===== src/hw/rtl/scm_pkg.sv =====
// Package for the scored move picker: payload structs, sequencer states,
// opcodes and the score tables. Depends on nothing.
package scm_pkg;

  localparam int unsigned MAX_MOVES_DEF = 256;
  localparam int unsigned MOVE_W        = 16;
  localparam int unsigned SCORE_W       = 20;
  localparam int unsigned POS_W         = 8;

  localparam logic [1:0] OP_CLEAR  = 2'd0;
  localparam logic [1:0] OP_APPEND = 2'd1;
  localparam logic [1:0] OP_SELECT = 2'd2;

  localparam logic [SCORE_W-1:0] TOP_SCORE = 20'd1000000;
  localparam logic [2:0]         TYPE_MAX  = 3'd5;

  localparam logic [SCORE_W-1:0] MVV_LVA [6][6] = '{
    '{20'd809000, 20'd831000, 20'd832000, 20'd849000, 20'd889000, 20'd999000},
    '{20'd806800, 20'd828800, 20'd829800, 20'd846800, 20'd886800, 20'd996800},
    '{20'd806700, 20'd828700, 20'd829700, 20'd846700, 20'd886700, 20'd996700},
    '{20'd805000, 20'd827000, 20'd828000, 20'd845000, 20'd885000, 20'd995000},
    '{20'd801000, 20'd823000, 20'd824000, 20'd841000, 20'd881000, 20'd991000},
    '{20'd799000, 20'd821000, 20'd822000, 20'd839000, 20'd879000, 20'd989000}
  };

  localparam logic [SCORE_W-1:0] PROMO_SCORES [4] = '{
    20'd790000, 20'd750000, 20'd732000, 20'd731000
  };

  typedef struct packed {
    logic [1:0]        opcode;
    logic [MOVE_W-1:0] move_word;
    logic [2:0]        attacker_type;
    logic [2:0]        victim_type;
    logic              is_capture;
    logic              is_promotion;
    logic [1:0]        promo_kind;
    logic [POS_W-1:0]  position;
  } in_t;

  typedef struct packed {
    logic               found;
    logic [MOVE_W-1:0]  best_move;
    logic [SCORE_W-1:0] best_score;
  } out_t;

  typedef enum logic [2:0] {
    ST_IDLE,
    ST_SCAN,
    ST_SWAP_A,
    ST_SWAP_B,
    ST_DONE
  } state_e;

endpackage


===== src/hw/rtl/scm_scorer.sv =====
// Scores one move for an append: preferred move, then capture table, then
// promotion table. Depends on scm_pkg.
module scm_scorer (
  input  scm_pkg::in_t                 item_i,
  input  logic [scm_pkg::MOVE_W-1:0]   pref_i,
  output logic [scm_pkg::SCORE_W-1:0]  score_o
);
  import scm_pkg::*;

  logic [2:0] atk_sat;
  logic [2:0] vic_sat;

  // Piece types six and seven are treated as the highest valid type.
  assign atk_sat = (item_i.attacker_type > TYPE_MAX) ? TYPE_MAX : item_i.attacker_type;
  assign vic_sat = (item_i.victim_type > TYPE_MAX) ? TYPE_MAX : item_i.victim_type;

  always_comb begin
    if (item_i.move_word == pref_i) begin
      score_o = TOP_SCORE;
    end else if (item_i.is_capture) begin
      score_o = MVV_LVA[atk_sat][vic_sat];
    end else if (item_i.is_promotion) begin
      score_o = PROMO_SCORES[item_i.promo_kind];
    end else begin
      score_o = '0;
    end
  end

endmodule

===== config.mk =====
export PLATFORM = sky130hd
export DESIGN_NAME = scm_scorer
export DESIGN_NICKNAME = d
export VERILOG_FILES = /design/src/hw/rtl/scm_pkg.sv /design/src/hw/rtl/scm_scorer.sv
export SDC_FILE = /design/constraint.sdc
export NUM_CORES = 1
export LEC_CHECK = 0
export ABC_CLOCK_PERIOD_IN_PS = 2150
export BUFFER_PORTS_ARGS = -buffer_cell sky130_fd_sc_hd__buf_4
export CELL_PAD_IN_SITES_DETAIL_PLACEMENT = 2
export CELL_PAD_IN_SITES_GLOBAL_PLACEMENT = 2
export CORE_UTILIZATION = 23
export DETAILED_ROUTE_END_ITERATION = 10
export PLACE_DENSITY_LB_ADDON = 0.1
export SLEW_MARGIN = 10
export SYNTH_ARGS = -nofsm -noshare
export SYNTH_HDL_FRONTEND = slang
export SYNTH_SLANG_ARGS = --single-unit

===== constraint.sdc =====
create_clock -name vclk -period 2.15
set_clock_uncertainty 0.2 [all_clocks]
set_input_delay 0 -clock vclk [all_inputs]
set_output_delay 0 -clock vclk [all_outputs]
set_load 0.005 [all_outputs]

; Word level (Yosys, flattened, before mapping)
; Memories as Yosys holds them, arrays and structs flattened.
; Index checks and enable logic that the tools add are counted.
[word_totals]
ff_bits = 0
rom_bits = 960
out_inout_bits = 20
word_cells = 23
mem_count = 1
[mem_list]
columns = memory, depth, width, read_ports, rd_ports_with_merged_regs, wr, line_no
row1 = (name not given), 8, 120, 1, 0, 0, scm_scorer.sv:21  ; score_o = MVV_LVA[atk_sat][vic_sat];
[op_classes]
order_cmp = 5
eq_ne = 1
muxes = 13
n_bitwise = 3
[op_table]
columns = operator, n
row1 = 120-bit two-way mux, 2
row2 = 20-bit two-way mux, 7
row3 = 20-bit binary-select mux with 3-bit select, 1
row4 = 20-bit binary-select mux with 2-bit select, 1
row5 = 16-bit == test, 1
row6 = 4-bit greater-or-equal comparator (second input constant), 2
row7 = 3-bit NOT with 4-bit output, 2
row8 = 3-bit > comparator (second input constant), 2
row9 = 3-bit two-way mux, 2
row10 = 3-bit greater-or-equal comparator (second input constant), 1
row11 = 2-bit NOT with 3-bit output, 1

; Depth between registers and ports, before layout
; Gate-level depths: netlist (run 1).
[logic_depth]
ltp_word = 11
depth_mapped = 8
ltp_nobuf = 7

; Least setup slack after synthesis (run 1)
; No wires, ideal clock.
[synth_path]
kind = in2out
startpoint = in item_i[16] (netlist bit)
endpoint = out score_o[6] (netlist bit)
arrival_time_ps = 1553
path_slack_ps = 397
path_stages = 7
n_path_buf = 1
cell_sequence = buf_2 > a21o_1 > ha_1 > nor2b_1 > o311ai_1 > a21oi_1 > or4_1
[synth_via]
elab_chain_len = 11
[synth_lines]
columns = item, line_no
row1 = start: declaration, scm_scorer.sv:4  ; input scm_pkg::in_t item_i,
row2 = 3-bit > comparator, scm_scorer.sv:14  ; assign atk_sat = (item_i.attacker_type > TYPE_MAX) ? TYPE_MAX : item_i.attacker_type;
row3 = 3-bit two-way mux *, scm_scorer.sv:14
row4 = 3-bit NOT with 4-bit output (not written as such) *, scm_scorer.sv:21
row5 = memory read 8 x 120 bit *, n/a
row6 = 120-bit two-way mux (not written as such) * (2 in series), scm_scorer.sv:21
row7 = 20-bit binary-select mux with 3-bit select *, scm_scorer.sv:21
row8 = 20-bit two-way mux (not written as such) * (2 in series), scm_scorer.sv:21
row9 = 20-bit two-way mux *, scm_scorer.sv:20  ; end else if (item_i.is_capture) begin
row10 = 20-bit two-way mux *, scm_scorer.sv:18  ; if (item_i.move_word == pref_i) begin
row11 = end: declaration, scm_scorer.sv:6  ; output logic [scm_pkg::SCORE_W-1:0] score_o
; Mark *: on every way between the ends. The rest lies on a longest branch, timed or not. The select of a mux whose other input is x is not followed.

; Final worst setup path (run 1)
; Ends and elaborated chain as after synthesis.

==> results of run 1 <==
==> cells in the mapped netlist (all sizes together) (4+ instances only) <==
master,count,area share [%]
xor2,17,12
ha,16,16
o21ai,12,4.9
nand2,8,2.4
nor2,14,4.4
nor4,5,2.5
nor2b,7,3.5
nand2b,7,3.5
inv,11,3.3
a221o,4,3.2
a21oi,9,3.6
mux2i,7,5.7
buf,11,5.5
==> report_power, final <==
part	switching, mW	leakage, nW	internal, mW
Combinational	0.177	0.845	0.173
Sequential	0	0	0
Clock	0	0	0
Total	0.177	0.845	0.173
==> cells by family (layout without fill, tap and decap cells) <==
logic type	Yosys count	count (layout)	synth area share [%]
fa+ha+maj	16	16	16.2
other cells	1	2	0.303
buf+inv	26	76	10.0
xor+xnor	20	20	14.2
simple gates	61	61	28.0
mux	7	7	5.66
compound gates	47	47	25.7
==> cell type report <==
type               instances  share of cell area, %
repair buffers            64                   27.8
well taps                 70                   5.06
multi-input cells        153                   64.6
inverters                 12                   2.60
==> path summary, 6_finish.rpt <==
path,endpoint,slack (ns),cells past startpoint
max,score_o[6],0.14,8
min,score_o[18],0.14,4
==> metrics by stage <==
step                worst slack, ns  hold slack (ns)  power (mW)
detailed placement            0.176            0.133       0.351
global route                 0.0128            0.165       0.386
CTS                           0.149            0.138       0.354
floorplan                     0.397           -0.111       0.186
global placement              0.183            0.129       0.339
finish                        0.142            0.137       0.350
==> tightest hold or removal path, stage by stage <==
cell	delay (ns)
buf_4	0.11
a21oi_1	0.06
nand2_1	0.06
buf_4	0.10
==> routing by layer <==
layer	vias to the layer above	global-route usage [%]	wire length, um
met3	4	1.32	218
met1	746	24.5	2330
met4	0	1.44	44
li1	736	-	-
met5	-	0	0
met2	43	32.6	2540
==> impl_metrics.env, run 1 <==
export IMPL_timing_fmax_ghz=0.498
export IMPL_min_path_type="input pin to output pin"
export IMPL_cp_arrival_ns=1.81
export IMPL_num_io_pins=72
export IMPL_status="completed"
export IMPL_drc=0
export IMPL_cpMaxStageDelayCell="or4_1"
export IMPL_overflow=0
export IMPL_grt_pass1_vias=1546
export IMPL_final_area_sq_mm=0.00173
export IMPL_maxCapViolations=0
export IMPL_viasPerCell=5.11
export IMPL_final_common_cell="buf_4"
export IMPL_cp_start_kind="input pin"
export IMPL_vdd_drop_max_mv=0.0614
export IMPL_dp_final_hpwl_um=4200
export IMPL_place_inst=299
export IMPL_postCtsSetupRepairBufs=0
export IMPL_drt_iter0_markers=36
export IMPL_postSynthCellCount=178
export IMPL_finalCritPeriodShare_pct=93.4
export IMPL_ctsHoldBuffers=0
export IMPL_critical_path_max_stage_delay_ns=0.50
export IMPL_crit_top_cell="buf_4"
export IMPL_p_leak_nw=0.845
export IMPL_die_area_sq_mm=0.00568
export IMPL_min_period_ns=2.01
export IMPL_synthesis_area_sq_mm=0.00124
export IMPL_first_pass_iters=4
export IMPL_wirelength_um=5130
export IMPL_finalSetupViolations=0
export IMPL_cts_resized_gates=0
export IMPL_required_ns=1.95
export IMPL_portBuffers=60
export IMPL_die_y_um=75.4
export IMPL_layout_common_cells="64 x buf_4, 17 x xor2_1, 16 x ha_1, 13 x nor2_1"
export IMPL_slew_headroom_pct=65.8
export IMPL_stdcell_count=299
export IMPL_hold_viol=0
export IMPL_die_x_um=75.4
export IMPL_fin_nets=299
export IMPL_cp_buffers_inverters=2
export IMPL_vias=1529
export IMPL_critPathLaunch="item_i[16]"
export IMPL_multi_input_area_sq_mm=0.00112
export IMPL_syn_area_per_cell_sq_um=6.95
export IMPL_path_cells="buf_4 -> a21o_1 -> ha_1 -> nor2b_1 -> o311ai_1 -> a21oi_1 -> or4_1 -> buf_4"
export IMPL_endpoint_kind="output pin"
export IMPL_grtUsageTotal_pct=18.1
export IMPL_wl_per_cell_um=17.2
export IMPL_rows=26
export IMPL_grt_antenna_before_repair=0
export IMPL_fillCellCount=641
export IMPL_drive_gt1_share_pct=31.0
export IMPL_gp_congestion=0.874
export IMPL_design_seq_count=0
export IMPL_power_density_mw_per_mm2=202
export IMPL_coreArea_sq_mm=0.00514
export IMPL_antenna_left=0
export IMPL_final_util_pct=33.7
export IMPL_tightest_slew_ns=0.500
export IMPL_grt_setup_unrepaired="no"
export IMPL_ys_types=49
export IMPL_setup_tns_ns=0
export IMPL_yosysWarnings=0
export IMPL_drv_slew=0
export IMPL_timing_worst_setup_path_type="input pin to output pin"
export IMPL_n_antenna_cell=0
export IMPL_placed_cell_area_sq_mm=0.00173
export IMPL_final_seq_area_sq_um=0
export IMPL_syn_to_final_growth_pct=39.8
export IMPL_clkbuf_count=0
export IMPL_hp_start="item_i[10]"
export IMPL_initial_core_util_pct=24.1
export IMPL_synth_seq_area_share_pct=0
export IMPL_grt_max_degree=23
export IMPL_worstPathMaxFanout=10
export IMPL_critical_path_top_delay_family="simple AND/OR/NAND/NOR gates"
export IMPL_grt_pass1_wl_um=7940
Power figures use the tool's default switching activity.
==> inputs of run 2 (changes only) <==
--- a/config.mk
+++ b/config.mk
@@ -12,6 +12,7 @@
 export CORE_UTILIZATION = 23
 export DETAILED_ROUTE_END_ITERATION = 10
 export PLACE_DENSITY_LB_ADDON = 0.1
+export REMOVE_ABC_BUFFERS = 1
 export SLEW_MARGIN = 10
 export SYNTH_ARGS = -nofsm -noshare
 export SYNTH_HDL_FRONTEND = slang
==> constraint.sdc (replaced) <==
create_clock -name vclk -period 2.15
set_clock_uncertainty 0.2 [all_clocks]
set_input_delay 0.43 -clock vclk [all_inputs]
set_output_delay 0.43 -clock vclk [all_outputs]
set_load 0.005 [all_outputs]
==> run 2 against run 1 <==
Net effect:
- power grew 68%
- non-clock buffer count grew 63
- global-route usage grew 6.1 points
- the run now ends with negative setup slack left
==> impl_metrics.env, run 2 (same netlist as run 1, synthesis figures left out) <==
export IMPL_status="finished, violations left"
export IMPL_violations="negative setup slack"
export IMPL_fin_hold_ws_ns=0.995
export IMPL_setup_ws_ns=-0.518
export IMPL_power_switching_uw=285
export IMPL_overflow=0
export IMPL_ctsHoldBuffers=0
export IMPL_first_pass_iters=4
export IMPL_wirelength_um=8650
export IMPL_min_period_ns=2.67
export IMPL_wl_per_cell_um=23.9
export IMPL_finalCritPeriodShare_pct=124
export IMPL_clkbuf_count=0
export IMPL_grt_antenna_before_repair=0
export IMPL_grtUsageTotal_pct=24.3
export IMPL_placed_cell_area_sq_mm=0.00210
export IMPL_cp_start_kind="input pin"
export IMPL_timing_fmax_ghz=0.375
export IMPL_n_antenna_cell=0
export IMPL_internal_power_uw=302
export IMPL_die_x_um=75.4
export IMPL_viasPerCell=5.31
export IMPL_swShare_pct=48.6
export IMPL_drt_iter0_markers=74
export IMPL_gp_congestion=0.832
export IMPL_coreArea_sq_mm=0.00514
export IMPL_power_density_mw_per_mm2=222
export IMPL_power_share_combinational_pct=100.0
export IMPL_p_leak_nw=1.23
export IMPL_vias=1924
export IMPL_hold_viol=0
export IMPL_power_frac_clock_pct=0
export IMPL_final_area_sq_mm=0.00265
export IMPL_drv_slew=0
export IMPL_portBuffers=60
export IMPL_die_area_sq_mm=0.00568
export IMPL_grt_pass1_wl_um=10200
export IMPL_vdd_drop_max_mv=0.0883
export IMPL_initial_core_util_pct=24.1
export IMPL_design_seq_count=0
export IMPL_antenna_left=0
export IMPL_required_ns=1.52
export IMPL_die_y_um=75.4
export IMPL_drc=0
export IMPL_layout_common_cells="102 x buf_4, 21 x buf_6, 14 x xor2_1, 12 x ha_1, 11 x nor2_1"
export IMPL_power_share_sequential_pct=0
export IMPL_timing_worst_setup_path_type="input pin to output pin"
export IMPL_min_path_type="input pin to output pin"
export IMPL_rows=26
export IMPL_fillCellCount=569
export IMPL_cp_arrival_ns=2.04
export IMPL_num_io_pins=72
export IMPL_fin_nets=362
export IMPL_dp_final_hpwl_um=5360
export IMPL_worstPathMaxFanout=4
export IMPL_multi_input_area_sq_mm=0.00143
export IMPL_finalSetupViolations=18
export IMPL_drive_gt1_share_pct=59.9
export IMPL_endpoint_kind="output pin"
export IMPL_maxCapViolations=0
export IMPL_grt_setup_unrepaired="yes"
export IMPL_grt_max_degree=20
export IMPL_final_seq_area_sq_um=0
export IMPL_setup_tns_ns=-5.01
export IMPL_syn_to_final_growth_pct=114
export IMPL_grt_pass1_vias=1966
export IMPL_final_common_cell="buf_4"
==> run 2: cell count changes in the layout (fill, tap and decap cells not counted), sizes merged <==
cell,change
buf,+63
==> run 2: power groups by stage <==
stage          Combinational (mW)  Clock (mW)  Sequential [mW]
2_1_floorplan               0.156           0                0
3_3_place_gp                0.410           0                0
3_5_place_dp                0.431           0                0
4_1_cts                     0.493           0                0
5_1_grt                     0.620           0                0
6_report                    0.587           0                0
==> run 2: per-layer routing <==
layer,global-route usage [%],vias up,wire length (um)
met5,0,-,0
met4,1.44,0,218
met3,1.32,20,356
met2,51.2,77,4770
met1,27.3,962,3310
li1,-,865,-
==> run 2: through the flow <==
step                utilization, %  setup WS (ns)  instances  total power [mW]
global placement              40.9         -0.614        347             0.410
finish                        51.5         -0.518        362             0.587
global route                  51.5         -0.555        362             0.620
floorplan                        -         -0.289        165             0.156
CTS                           45.8         -0.473        349             0.493
detailed placement            40.9         -0.695        347             0.431
==> run 2: area by class of cell <==
cell class                 instances  share of cell area (%)
multi-input combinational        153                    54.0
timing repair buffer             127                    40.7
inverter                          12                    1.98
tap                               70                    3.31
==> run 2: path summary, 6_finish.rpt <==
check / startpoint / to / slack [ns] / depth (start not counted)
max: item_i[17] / score_o[9] / -0.52 / 8
min: item_i[9] / score_o[7] / 0.99 / 3
==> run 2: repair_timing <==
action	CTS	global route
resized for setup	53	37
endpoints found under the setup margin	18	18
buffers inserted	2	13
pin swaps	21	15
==> run 2: critical path: stages <==
cell and delay [ns]:
buf_8 0.11, a21o_4 0.24, ha_4 0.24, nor2b_4 0.14
buf_4 0.13, a221oi_1 0.37, a221o_1 0.26, buf_4 0.12
==> inputs of run 3 (changes only) <==
--- a/config.mk
+++ b/config.mk
@@ -6,11 +6,11 @@
 export NUM_CORES = 1
 export LEC_CHECK = 0
 export ABC_CLOCK_PERIOD_IN_PS = 2150
-export BUFFER_PORTS_ARGS = -buffer_cell sky130_fd_sc_hd__buf_4
 export CELL_PAD_IN_SITES_DETAIL_PLACEMENT = 2
 export CELL_PAD_IN_SITES_GLOBAL_PLACEMENT = 2
-export CORE_UTILIZATION = 23
+export CORE_UTILIZATION = 34
 export DETAILED_ROUTE_END_ITERATION = 10
+export DONT_BUFFER_PORTS = 1
 export PLACE_DENSITY_LB_ADDON = 0.1
 export REMOVE_ABC_BUFFERS = 1
 export SLEW_MARGIN = 10
==> run 3 against run 2 <==
Net effect:
- the flow still finishes with violations (negative setup slack)
- non-clock buffer count decreased by 101
- maximum frequency up 6.7%
- critical path type unchanged
- first-iteration DRC count shrank 16%
- die area down 32%
- worst setup slack improved by 0.17 ns
- cell count shrank 35%
- design area fell by 38%
- global-route usage grew 1.9 points
- worst hold slack got worse by 0.20 ns
- via count shrank 22%
==> impl_metrics.env, run 3 (same netlist as run 1, synthesis figures left out) <==
export IMPL_vdd_drop_max_mv=0.0687
export IMPL_whs_path_depth=2
export IMPL_final_seq_area_sq_um=0
export IMPL_grt_max_degree=24
export IMPL_setup_ws_ns=-0.351
export IMPL_syn_to_final_growth_pct=33.6
export IMPL_overflow=0
export IMPL_finalSetupViolations=16
export IMPL_cp_arrival_ns=1.87
export IMPL_tightest_slew_ns=0.502
export IMPL_p_leak_nw=0.698
export IMPL_grt_pass1_wl_um=8290
export IMPL_fin_nets=261
export IMPL_power_switching_uw=177
export IMPL_initial_core_util_pct=36.2
export IMPL_worstPathMaxFanout=10
export IMPL_drc=0
export IMPL_clkbuf_count=0
export IMPL_status="finished, violations left"
export IMPL_design_seq_count=0
export IMPL_grtUsageTotal_pct=26.2
export IMPL_total_power_uw=327
export IMPL_power_share_sequential_pct=0
export IMPL_stdcell_count=237
export IMPL_maxCapViolations=0
export IMPL_die_x_um=62.3
export IMPL_setup_tns_ns=-1.98
export IMPL_power_share_combinational_pct=100.0
export IMPL_grt_pass1_vias=1576
export IMPL_portBuffers=0
export IMPL_hp_start="item_i[11]"
export IMPL_first_pass_iters=4
export IMPL_critical_path_max_stage_delay_ns=0.31
export IMPL_die_area_sq_mm=0.00389
export IMPL_critical_path_top_delay_family="compound AO/OA/AOI/OAI gates"
export IMPL_timing_worst_setup_path_type="input pin to output pin"
export IMPL_path_cells="a21o_4 -> ha_4 -> nor2_1 -> o31ai_1 -> o21ai_1 -> a211oi_2 -> buf_4"
export IMPL_place_inst=232
export IMPL_grt_antenna_before_repair=0
export IMPL_min_period_ns=2.50
export IMPL_hold_viol=0
export IMPL_vias=1503
export IMPL_wl_per_cell_um=28.2
export IMPL_n_antenna_cell=0
export IMPL_slew_headroom_pct=66.4
export IMPL_endpoint_kind="output pin"
export IMPL_rows=21
export IMPL_power_density_mw_per_mm2=198
export IMPL_drive_gt1_share_pct=34.6
export IMPL_swShare_pct=54.0
export IMPL_wirelength_um=6680
export IMPL_internal_power_uw=151
export IMPL_cp_start_kind="input pin"
export IMPL_grtUsageMet3_pct=3.31
export IMPL_drv_slew=0
export IMPL_required_ns=1.52
export IMPL_coreArea_sq_mm=0.00342
export IMPL_power_frac_clock_pct=0
export IMPL_die_y_um=62.3
export IMPL_min_path_type="input pin to output pin"
export IMPL_num_io_pins=72
export IMPL_timing_fmax_ghz=0.400
export IMPL_cp_buffers_inverters=1
export IMPL_grt_met1_usage_pct=32.0
export IMPL_gp_congestion=0.811
export IMPL_cpMaxStageDelayCell="ha_4"
export IMPL_antenna_left=0
export IMPL_violations="negative setup slack"
export IMPL_min_to="score_o[18]"
export IMPL_grt_use_met2_pct=49.5
export IMPL_globalRoute_busiestLayer="met2"
export IMPL_layout_common_cells="24 x buf_4, 15 x xor2_1, 13 x ha_1, 12 x nor2_1"
export IMPL_final_common_cell="buf_4"
export IMPL_viasPerCell=6.34
export IMPL_finalCritPeriodShare_pct=116
export IMPL_grt_setup_unrepaired="yes"
export IMPL_dp_final_hpwl_um=3860
export IMPL_drt_iter0_markers=62
## run 3: power groups by stage
stage          sequential, mW  combinational, mW  clock (mW)
3_5_place_dp                0              0.237           0
5_1_grt                     0              0.348           0
4_1_cts                     0              0.261           0
3_3_place_gp                0              0.223           0
2_1_floorplan               0              0.156           0
6_report                    0              0.327           0
## run 3: metrics by stage
stage	util, %	hold WS [ns]	area (sq um)	setup slack (ns)
after global placement	40.3	0.770	1380	-0.323
final	48.4	0.791	1650	-0.351
after floorplan	-	0.743	1160	-0.289
after global routing	48.4	0.800	1650	-0.373
after detailed placement	40.3	0.766	1380	-0.383
after CTS	43.4	0.767	1480	-0.321
## run 3: cell type report
cell class / count / area (sq um)
fill: 390 / 1760
inverter: 12 / 45.0
multi-input combinational: 153 / 1350
tap: 46 / 57.6
timing repair buffer: 26 / 203
## run 3: worst max-delay path by stage
| stage | startpoint | to | slack [ns] | cells after the start |
|---|---|---|---|---|
| 2_1_floorplan | item_i[16] | score_o[6] | -0.29 | 6 |
| 3_3_place_gp | item_i[16] | score_o[7] | -0.32 | 7 |
| 3_5_place_dp | item_i[16] | score_o[7] | -0.38 | 7 |
| 4_1_cts | item_i[16] | score_o[6] | -0.32 | 6 |
| 5_1_grt | item_i[16] | score_o[11] | -0.37 | 7 |
| 6_report | item_i[16] | score_o[11] | -0.35 | 7 |
## run 3: timing repair
action                     CTS  global route
setup endpoints to repair   10            18
pin swaps                   14            17
buffers inserted             3             2
gates resized for setup     18            30
hold buffers                 0             0
## run 3: metal layers
metal	vias up	share of wire, %
li1	657	-
met1	759	38
met2	69	53
met3	18	5.0
met4	0	4.1
met5	-	0
